**config.mk**
```make
export PLATFORM = sky130hd
export DESIGN_NAME = two_node_thermal_rc_step
export DESIGN_NICKNAME = d
export VERILOG_FILES = /design/src/rtl/core/tnrc_pkg.sv /design/src/rtl/core/two_node_thermal_rc_step.sv /design/src/rtl/core/tnrc_mul.sv /design/src/rtl/core/tnrc_seq.sv
export SDC_FILE = /design/constraint.sdc
export NUM_CORES = 2
export LEC_CHECK = 0
export BUFFER_PORTS_ARGS = -buffer_cell sky130_fd_sc_hd__buf_2
export CAP_MARGIN = 40
export CORE_ASPECT_RATIO = 0.8
export CORE_MARGIN = 2
export CORE_UTILIZATION = 48
export CTS_CLUSTER_SIZE = 24
export DETAILED_ROUTE_END_ITERATION = 8
export PLACE_DENSITY_LB_ADDON = 0.3
export SLEW_MARGIN = 5
export SYNTH_ARGS = -nofsm -noshare
export SYNTH_HDL_FRONTEND = slang
export SYNTH_HIERARCHICAL = 1
export SYNTH_SLANG_ARGS = --single-unit
```
**constraint.sdc**
```tcl
create_clock -name clk_i -period 13.7 [get_ports clk_i]
set_clock_uncertainty 0.1 [all_clocks]
set_input_delay 0.685 -clock clk_i [delete_from_list [all_inputs] [get_ports clk_i]]
set_output_delay 0.685 -clock clk_i [all_outputs]
set_load 0.005 [all_outputs]
```
**src/rtl/core/tnrc_pkg.sv**
```systemverilog
package tnrc_pkg;

  // Default number of fraction bits of temperatures, power and conductances.
  localparam int unsigned FRACTION_BITS = 16;
  // Fixed fraction bits of the inverse capacitances and of the time step.
  localparam int unsigned INV_CAP_BITS  = 20;
  localparam int unsigned STEP_BITS     = 32;

  localparam int unsigned WORD_W = 32;

  // Configuration register indexes.
  localparam int unsigned CFG_IDX_W = 3;
  localparam logic [CFG_IDX_W-1:0] REG_AMBIENT  = 3'd0;
  localparam logic [CFG_IDX_W-1:0] REG_G_JC     = 3'd1;
  localparam logic [CFG_IDX_W-1:0] REG_G_CS     = 3'd2;
  localparam logic [CFG_IDX_W-1:0] REG_INV_CJ   = 3'd3;
  localparam logic [CFG_IDX_W-1:0] REG_INV_CC   = 3'd4;

  // Register values after reset.
  localparam logic signed [WORD_W-1:0] AMBIENT_RST = 32'sd1638400;
  localparam logic [WORD_W-1:0]        G_RST       = 32'd65536;
  localparam logic [WORD_W-1:0]        INV_C_RST   = 32'd1048576;

  // Multiply rounds of one Euler step, in the order the sequencer runs them.
  localparam int unsigned ROUNDS = 6;
  localparam int unsigned RND_W  = $clog2(ROUNDS);
  localparam logic [RND_W-1:0] RND_FJC = 3'd0;  // junction-to-case heat flow
  localparam logic [RND_W-1:0] RND_FCS = 3'd1;  // case-to-sink heat flow
  localparam logic [RND_W-1:0] RND_RJ  = 3'd2;  // junction temperature rate
  localparam logic [RND_W-1:0] RND_RC  = 3'd3;  // case temperature rate
  localparam logic [RND_W-1:0] RND_DJ  = 3'd4;  // junction increment
  localparam logic [RND_W-1:0] RND_DC  = 3'd5;  // case increment

  typedef enum logic [1:0] {
    SCALE_FRAC,
    SCALE_INVCAP,
    SCALE_STEP
  } scale_e;

  typedef struct packed {
    logic signed [WORD_W-1:0] power_loss;
    logic [WORD_W-1:0]        time_step;
  } in_item_t;

  typedef struct packed {
    logic signed [WORD_W-1:0] junction_temperature;
    logic signed [WORD_W-1:0] case_temperature;
  } out_item_t;

  // Control from the sequencer to the datapath.
  typedef struct packed {
    logic [RND_W-1:0] round;
    logic             alu_en;
    logic             mul_en;
    logic             shf_en;
    logic             add_j;
    logic             add_c;
    logic             finish;
  } ctl_t;

  // Saturates a sign-extended wide value to the signed 32-bit range.
  function automatic logic signed [WORD_W-1:0] sat_word(input logic signed [63:0] v);
    logic signed [WORD_W-1:0] r;
    if (v[63:31] == '0 || v[63:31] == '1) begin
      r = v[31:0];
    end else if (v[63]) begin
      r = 32'sh8000_0000;
    end else begin
      r = 32'sh7FFF_FFFF;
    end
    return r;
  endfunction

endpackage

```
**src/rtl/core/two_node_thermal_rc_step.sv**
```systemverilog
// Channel   Direction  Handshake                   Payload
// input     in         in_valid_i / in_ready_o     in_data_i  (power_loss, time_step)
// output    out        out_valid_o / out_ready_i   out_data_o (junction, case temperature)
// config    in         cfg_we_i (no wait)          cfg_index_i, cfg_data_i
//
// An item's result reaches the output register in its clamp state, and the input
// accepts no new item until the sequencer has returned to idle. The time taken is
// set by the single shared multiplier: six multiplies, each with an operand step,
// a product step and a scaling step, followed by two additions and the clamp.
// Reset is asynchronous and active low; it loads the register defaults and sets
// both nodes to the default ambient. A result waiting on out_ready_i does not
// block the next item, which only stalls at its clamp cycle until the slot frees.
module two_node_thermal_rc_step #(
  parameter int unsigned FracBits = tnrc_pkg::FRACTION_BITS
) (
  input  logic                     clk_i,
  input  logic                     rst_ni,
  input  logic                     in_valid_i,
  output logic                     in_ready_o,
  input  tnrc_pkg::in_item_t       in_data_i,
  output logic                     out_valid_o,
  input  logic                     out_ready_i,
  output tnrc_pkg::out_item_t      out_data_o,
  input  logic                     cfg_we_i,
  input  logic [tnrc_pkg::CFG_IDX_W-1:0] cfg_index_i,
  input  logic [31:0]              cfg_data_i
);
  import tnrc_pkg::*;

  // Configuration registers.
  logic signed [31:0] amb_q;
  logic [31:0]        gjc_q;
  logic [31:0]        gcs_q;
  logic [31:0]        icj_q;
  logic [31:0]        icc_q;

  // Node state: the temperatures held between items.
  logic signed [31:0] tj_q;
  logic signed [31:0] tc_q;

  // Item operands and intermediate results.
  logic signed [31:0] pwr_q;
  logic [31:0]        dt_q;
  logic signed [31:0] opa_q;
  logic signed [31:0] res_q [ROUNDS];
  logic signed [31:0] nj_q;
  logic signed [31:0] nc_q;

  out_item_t          out_q;
  logic               out_valid_q;

  ctl_t               ctl;
  logic               seq_idle;
  logic               in_fire;
  logic               out_free;

  logic signed [31:0] alu_x;
  logic signed [31:0] alu_y;
  logic               alu_sub;
  logic signed [32:0] alu_wide;
  logic signed [31:0] alu_res;

  logic [31:0]        mul_b;
  scale_e             mul_scale;
  logic signed [31:0] mul_res;

  logic signed [31:0] clamp_j;
  logic signed [31:0] clamp_c_hi;
  logic signed [31:0] clamp_c;

  assign in_ready_o = seq_idle;
  assign in_fire    = in_valid_i && seq_idle;
  assign out_free   = !out_valid_q || out_ready_i;

  tnrc_seq u_seq (
    .clk_i      (clk_i),
    .rst_ni     (rst_ni),
    .in_fire_i  (in_fire),
    .out_free_i (out_free),
    .idle_o     (seq_idle),
    .ctl_o      (ctl)
  );

  // The adder forms every difference of a round, and the two final sums.
  // The increment rounds pass their rate through unchanged by subtracting zero.
  always_comb begin
    alu_sub = 1'b1;
    alu_x   = '0;
    alu_y   = '0;
    if (ctl.add_j) begin
      alu_sub = 1'b0;
      alu_x   = tj_q;
      alu_y   = res_q[RND_DJ];
    end else if (ctl.add_c) begin
      alu_sub = 1'b0;
      alu_x   = tc_q;
      alu_y   = res_q[RND_DC];
    end else begin
      case (ctl.round)
        RND_FJC: begin
          alu_x = tj_q;
          alu_y = tc_q;
        end
        RND_FCS: begin
          alu_x = tc_q;
          alu_y = amb_q;
        end
        RND_RJ: begin
          alu_x = pwr_q;
          alu_y = res_q[RND_FJC];
        end
        RND_RC: begin
          alu_x = res_q[RND_FJC];
          alu_y = res_q[RND_FCS];
        end
        RND_DJ: alu_x = res_q[RND_RJ];
        RND_DC: alu_x = res_q[RND_RC];
        default: alu_x = '0;
      endcase
    end
  end

  assign alu_wide = alu_sub ? ({alu_x[31], alu_x} - {alu_y[31], alu_y})
                            : ({alu_x[31], alu_x} + {alu_y[31], alu_y});
  assign alu_res  = sat_word({{31{alu_wide[32]}}, alu_wide});

  // The multiplier's second operand and scaling follow the round.
  always_comb begin
    case (ctl.round)
      RND_FJC: begin
        mul_b     = gjc_q;
        mul_scale = SCALE_FRAC;
      end
      RND_FCS: begin
        mul_b     = gcs_q;
        mul_scale = SCALE_FRAC;
      end
      RND_RJ: begin
        mul_b     = icj_q;
        mul_scale = SCALE_INVCAP;
      end
      RND_RC: begin
        mul_b     = icc_q;
        mul_scale = SCALE_INVCAP;
      end
      default: begin
        mul_b     = dt_q;
        mul_scale = SCALE_STEP;
      end
    endcase
  end

  tnrc_mul #(
    .FracBits (FracBits)
  ) u_mul (
    .clk_i   (clk_i),
    .load_i  (ctl.mul_en),
    .a_i     (opa_q),
    .b_i     (mul_b),
    .scale_i (mul_scale),
    .res_o   (mul_res)
  );

  always_ff @(posedge clk_i) begin
    if (in_fire) begin
      pwr_q <= in_data_i.power_loss;
      dt_q  <= in_data_i.time_step;
    end
    if (ctl.alu_en) begin
      opa_q <= alu_res;
    end
    if (ctl.shf_en) begin
      res_q[ctl.round] <= mul_res;
    end
    if (ctl.add_j) begin
      nj_q <= alu_res;
    end
    if (ctl.add_c) begin
      nc_q <= alu_res;
    end
  end

  // Junction never falls below ambient; the case lies between ambient and the
  // new junction temperature.
  always_comb begin
    clamp_j    = (nj_q < amb_q) ? amb_q : nj_q;
    clamp_c_hi = (nc_q > clamp_j) ? clamp_j : nc_q;
    clamp_c    = (clamp_c_hi < amb_q) ? amb_q : clamp_c_hi;
  end

  // A write of ambient reloads both nodes and takes precedence over an update.
  always_ff @(posedge clk_i or negedge rst_ni) begin
    if (!rst_ni) begin
      amb_q <= AMBIENT_RST;
      gjc_q <= G_RST;
      gcs_q <= G_RST;
      icj_q <= INV_C_RST;
      icc_q <= INV_C_RST;
      tj_q  <= AMBIENT_RST;
      tc_q  <= AMBIENT_RST;
    end else begin
      if (ctl.finish) begin
        tj_q <= clamp_j;
        tc_q <= clamp_c;
      end
      if (cfg_we_i) begin
        unique case (cfg_index_i)
          REG_AMBIENT: begin
            amb_q <= cfg_data_i;
            tj_q  <= cfg_data_i;
            tc_q  <= cfg_data_i;
          end
          REG_G_JC:   gjc_q <= cfg_data_i;
          REG_G_CS:   gcs_q <= cfg_data_i;
          REG_INV_CJ: icj_q <= cfg_data_i;
          REG_INV_CC: icc_q <= cfg_data_i;
          default: ;
        endcase
      end
    end
  end

  // Output register: holds one finished item while the next one is computed.
  always_ff @(posedge clk_i or negedge rst_ni) begin
    if (!rst_ni) begin
      out_valid_q <= 1'b0;
    end else if (ctl.finish) begin
      out_valid_q <= 1'b1;
    end else if (out_ready_i) begin
      out_valid_q <= 1'b0;
    end
  end

  always_ff @(posedge clk_i) begin
    if (ctl.finish) begin
      out_q.junction_temperature <= clamp_j;
      out_q.case_temperature     <= clamp_c;
    end
  end

  assign out_valid_o = out_valid_q;
  assign out_data_o  = out_q;

`ifndef SYNTHESIS
  a_junction_above_ambient: assert property (@(posedge clk_i) disable iff (!rst_ni)
    tj_q >= amb_q)
    else $error("junction node fell below ambient");
  a_case_bounded: assert property (@(posedge clk_i) disable iff (!rst_ni)
    tc_q >= amb_q && tc_q <= tj_q)
    else $error("case node outside ambient to junction range");
  a_busy_after_accept: assert property (@(posedge clk_i) disable iff (!rst_ni)
    in_valid_i && in_ready_o |=> !in_ready_o)
    else $error("input ready right after an item was accepted");
`endif

endmodule

```
**src/rtl/core/tnrc_mul.sv**
```systemverilog
module tnrc_mul #(
  parameter int unsigned FracBits = tnrc_pkg::FRACTION_BITS
) (
  input  logic                   clk_i,
  input  logic                   load_i,
  input  logic signed [31:0]     a_i,
  input  logic [31:0]            b_i,
  input  tnrc_pkg::scale_e       scale_i,
  output logic signed [31:0]     res_o
);
  import tnrc_pkg::*;

  logic signed [32:0] a_x;
  logic signed [32:0] b_x;
  logic signed [65:0] full;
  logic signed [63:0] prod_q;
  scale_e             scale_q;
  logic signed [63:0] shifted;

  // Signed times unsigned: the product always fits in 64 bits.
  assign a_x  = {a_i[31], a_i};
  assign b_x  = {1'b0, b_i};
  assign full = a_x * b_x;

  always_ff @(posedge clk_i) begin
    if (load_i) begin
      prod_q  <= full[63:0];
      scale_q <= scale_i;
    end
  end

  // Arithmetic shift rounds toward minus infinity.
  always_comb begin
    unique case (scale_q)
      SCALE_FRAC:   shifted = prod_q >>> FracBits;
      SCALE_INVCAP: shifted = prod_q >>> INV_CAP_BITS;
      SCALE_STEP:   shifted = prod_q >>> STEP_BITS;
      default:      shifted = '0;
    endcase
  end

  assign res_o = sat_word(shifted);

endmodule

```
**src/rtl/core/tnrc_seq.sv**
```systemverilog
module tnrc_seq (
  input  logic           clk_i,
  input  logic           rst_ni,
  input  logic           in_fire_i,
  input  logic           out_free_i,
  output logic           idle_o,
  output tnrc_pkg::ctl_t ctl_o
);
  import tnrc_pkg::*;

  localparam logic [2:0] S_IDLE  = 3'd0;
  localparam logic [2:0] S_SUB   = 3'd1;
  localparam logic [2:0] S_MUL   = 3'd2;
  localparam logic [2:0] S_SHF   = 3'd3;
  localparam logic [2:0] S_ADDJ  = 3'd4;
  localparam logic [2:0] S_ADDC  = 3'd5;
  localparam logic [2:0] S_CLAMP = 3'd6;

  localparam logic [RND_W-1:0] RND_LAST = RND_W'(ROUNDS - 1);

  logic [2:0]       state_q, state_d;
  logic [RND_W-1:0] round_q, round_d;

  always_comb begin
    state_d = state_q;
    round_d = round_q;
    unique case (state_q)
      S_IDLE: begin
        round_d = '0;
        if (in_fire_i) begin
          state_d = S_SUB;
        end
      end
      S_SUB: state_d = S_MUL;
      S_MUL: state_d = S_SHF;
      S_SHF: begin
        if (round_q == RND_LAST) begin
          state_d = S_ADDJ;
        end else begin
          round_d = round_q + 1'b1;
          state_d = S_SUB;
        end
      end
      S_ADDJ: state_d = S_ADDC;
      S_ADDC: state_d = S_CLAMP;
      S_CLAMP: begin
        if (out_free_i) begin
          state_d = S_IDLE;
        end
      end
      default: state_d = S_IDLE;
    endcase
  end

  always_ff @(posedge clk_i or negedge rst_ni) begin
    if (!rst_ni) begin
      state_q <= S_IDLE;
      round_q <= '0;
    end else begin
      state_q <= state_d;
      round_q <= round_d;
    end
  end

  assign idle_o        = (state_q == S_IDLE);
  assign ctl_o.round   = round_q;
  assign ctl_o.alu_en  = (state_q == S_SUB);
  assign ctl_o.mul_en  = (state_q == S_MUL);
  assign ctl_o.shf_en  = (state_q == S_SHF);
  assign ctl_o.add_j   = (state_q == S_ADDJ);
  assign ctl_o.add_c   = (state_q == S_ADDC);
  assign ctl_o.finish  = (state_q == S_CLAMP) && out_free_i;

`ifndef SYNTHESIS
  a_round_range: assert property (@(posedge clk_i) disable iff (!rst_ni)
    state_q != S_IDLE |-> round_q <= RND_LAST)
    else $error("round counter out of range");
  a_start: assert property (@(posedge clk_i) disable iff (!rst_ni)
    in_fire_i && state_q == S_IDLE |=> state_q == S_SUB && round_q == '0)
    else $error("item start did not begin at the first round");
  a_finish: assert property (@(posedge clk_i) disable iff (!rst_ni)
    ctl_o.finish |=> state_q == S_IDLE)
    else $error("sequencer did not return to idle after finishing");
`endif

endmodule
```
==> flow_summary.yaml <==
status:
  outcome: "finished with violations"
  violations: "design-rule violations"
synth:
  ys_seq_area_frac: 0.292
  synth_area_leaders: "fa_1 26%, edfxtp_1 21%, dfrtp_1 8.0%"
  synth.top_cell.area_share: 0.265
  synth_top_area_cell: "fa_1"
  synth_cell_types: 91
  syn_nets: 7797
  synthSimpleGateAreaFrac: 0.121
  syn_inst: 6382
  synth_common_cells: "992 x inv_1, 897 x fa_1, 607 x and2_1, 597 x nand2_1, 466 x edfxtp_1"
  synthXorXnorAreaFrac: 0.0146
  synth.most_common_cell: "inv_1"
  synth-seq-cells: 697
  synth_top_family_by_area: "adder cells"
  synth_adder_area_share: 0.343
  synth_compound_area_frac: 0.0883
  synth_area_mm2: 0.0678
  syn_avg_cell_area_um2: 10.6
  synth_ff_type: "edfxtp_1"
  ys_warn_count: 6
  synthArstFlopShare: 0.331
  synth-edff-count: 466
  synth_mux_area_frac: 0.0661
global_route:
  grtUsageMet3: 0.0949
  busiest_layer: "met1"
  grt-ovfl-total: 0
  grt_usage: 0.320
  use_met2: 0.437
  first_global_vias: 49600
  grt_pass1_wl_um: 338000
  antenna_found_initial: 15
  grt_max_degree: 129
  use_met1: 0.493
timing:
  rsz0062_at_grt: "false"
  finalSetupViolCount: 0
  report.final.hold_viol_count: 0
  slew_violations: 0
  fmax_mhz: 93.2
  setup_tns_ps: 0
  worstMarginPinSlew_ps: 1110
  period_minus_slack_ps: 10730
  period_share: 0.783
  slew_headroom: 0.250
route:
  wl_per_cell_um: 27.3
  first_iter_violations: 5394
  ant_nets: 0
  drtPass1Iterations: 9
  via_count: 48800
  viasPerCell: 5.84
  drt-total-wl_um: 228000
  drc_errors: 2
worst_setup_path:
  cp_num_cells: 28
  cp_common_cell: "fa_1"
  cp-end-kind: "register"
  cp-start-kind: "register"
  reg2reg_slack_ps: 2970
  reg2reg_depth: 28
  required_ps: 13970
  slowest_stage: "dfrtp_4"
  slowest_delay_ps: 730
  cp_max_fo: 32
  cp_top_family: "adder cells"
  critPathArrivalTime_ps: 11000
  critPathBufInv: 7
  path_class: "reg2reg"
worst_hold_path:
  worstHoldPathType: "in2reg"
  hold_depth: 1
finish:
  largest_reg_flops: 192
  n_fill_cell: 12500
  drive_gt1_frac: 0.123
  areaGrowthSynthToFinish_pct: 8.22
  regMostFlops: "res_q"
  final_nets: 7833
floorplan:
  row_count: 123
  die_x_um: 424
  dieArea_mm2: 0.144
  die_h_um: 340
  initial_core_util: 0.483
  coreArea_mm2: 0.140
  io_pins: 170
placement:
  port-buffer-count: 169
  gp_congestion: 0.973
  dpl.hpwl_um: 177000
clock_network:
  cts_buffers: 73
  clock-sinks: 697
  cts_root_buf: "clkbuf_16"
  tritoncts: "built"
  worstSkewPairLatency_ps: 660
  postCtsSetupBuffers: 0
  cts_buffer_depth: 3
  htreeDepth: 3
  path_clk_slew_ps: 70
run:
  maxCapViolCount: 0
## cell families (layout without fill, tap and decap cells)
| group | after synthesis | after routing |
|---|---|---|
| simple gates | 1614 | 1614 |
| buf+inv | 1352 | 1447 |
| fa+ha+maj | 1321 | 1321 |
| compound gates | 945 | 945 |
| flops | 697 | 697 |
| mux | 340 | 340 |
| xor+xnor | 113 | 113 |
| other cells | 0 | 3 |
## layout by cell type, fill, tap and decap left out, types with 15 or more instances in the layout
cell       count
nand2b_1      31
and2_1       605
o21ai_0      239
xor2_1        60
mux2_4        26
mux2_2       187
mux4_2        56
nand3_1       32
o21ai_1       58
a31oi_1       40
o21bai_1      17
clkbuf_16     76
a2bb2oi_2     26
o21a_1        15
a22oi_1       82
nor2b_1       41
buf_4        127
nor3_1        23
nand4_1       35
nand2_1      596
a221o_1       17
a21o_1        67
buf_2        175
and3_1        21
edfxtp_1     466
a21oi_1      280
ha_1         414
dfrtp_1      215
xnor2_1       53
nor2_1       164
fa_1         897
mux2i_1       62
clkbuf_1      18
inv_1        992
## metal layers
metal,share of wire,routed length [um]
met5,0.000057,13
met3,0.11,25500
met1,0.45,104000
met4,0.028,6290
met2,0.41,92500
## layout make-up
| cell class | count | area [um^2] | area share |
|---|---|---|---|
| Multi-Input combinational cell | 4333 | 43000 | 0.585 |
| Sequential cell | 697 | 19800 | 0.270 |
| Inverter | 993 | 3730 | 0.0508 |
| Tap cell | 1875 | 2350 | 0.0320 |
| Timing Repair Buffer | 320 | 2190 | 0.0299 |
| Clock buffer | 98 | 2020 | 0.0276 |
| Clock inverter | 36 | 323 | 0.00440 |
| Antenna cell | 3 | 7.51 | 0.000102 |
## metrics by stage
| stage | utilization | setup slack (ps) | area (um^2) | std cells | hold WS [ps] |
|---|---|---|---|---|---|
| 2_1_floorplan | - | 3840 | 67800 | 6382 | 289 |
| 3_3_place_gp | 0.502 | 3220 | 70400 | 8165 | 383 |
| 3_5_place_dp | 0.506 | 3100 | 71000 | 8212 | 388 |
| 4_1_cts | 0.523 | 3040 | 73300 | 8347 | 51.4 |
| 5_1_grt | 0.523 | 2490 | 73400 | 8352 | 79.8 |
| 6_report | 0.523 | 2970 | 73400 | 8355 | 96.2 |
## timing repair
| item | in CTS | in global routing |
|---|---|---|
| hold buffers | 1 | 0 |
| endpoints found under the setup margin | 0 | 0 |
| gates resized for setup | 0 | 0 |
| endpoints found under the hold margin | 5 | 0 |
## worst paths after layout
path                                  start                to
min in group asynchronous            rst_ni  u_seq/state_q[2]
max                        u_seq/round_q[0]  u_mul/prod_q[56]
min reg2reg                        icj_q[0]          icj_q[0]
min                           in_data_i[44]         pwr_q[12]
max in group asynchronous            rst_ni         gcs_q[15]
max reg2reg                u_seq/round_q[0]  u_mul/prod_q[56]
Power is left out: the tool's default activity adds up to more than one toggle a clock period on the data nets, which glitch-free logic cannot reach.
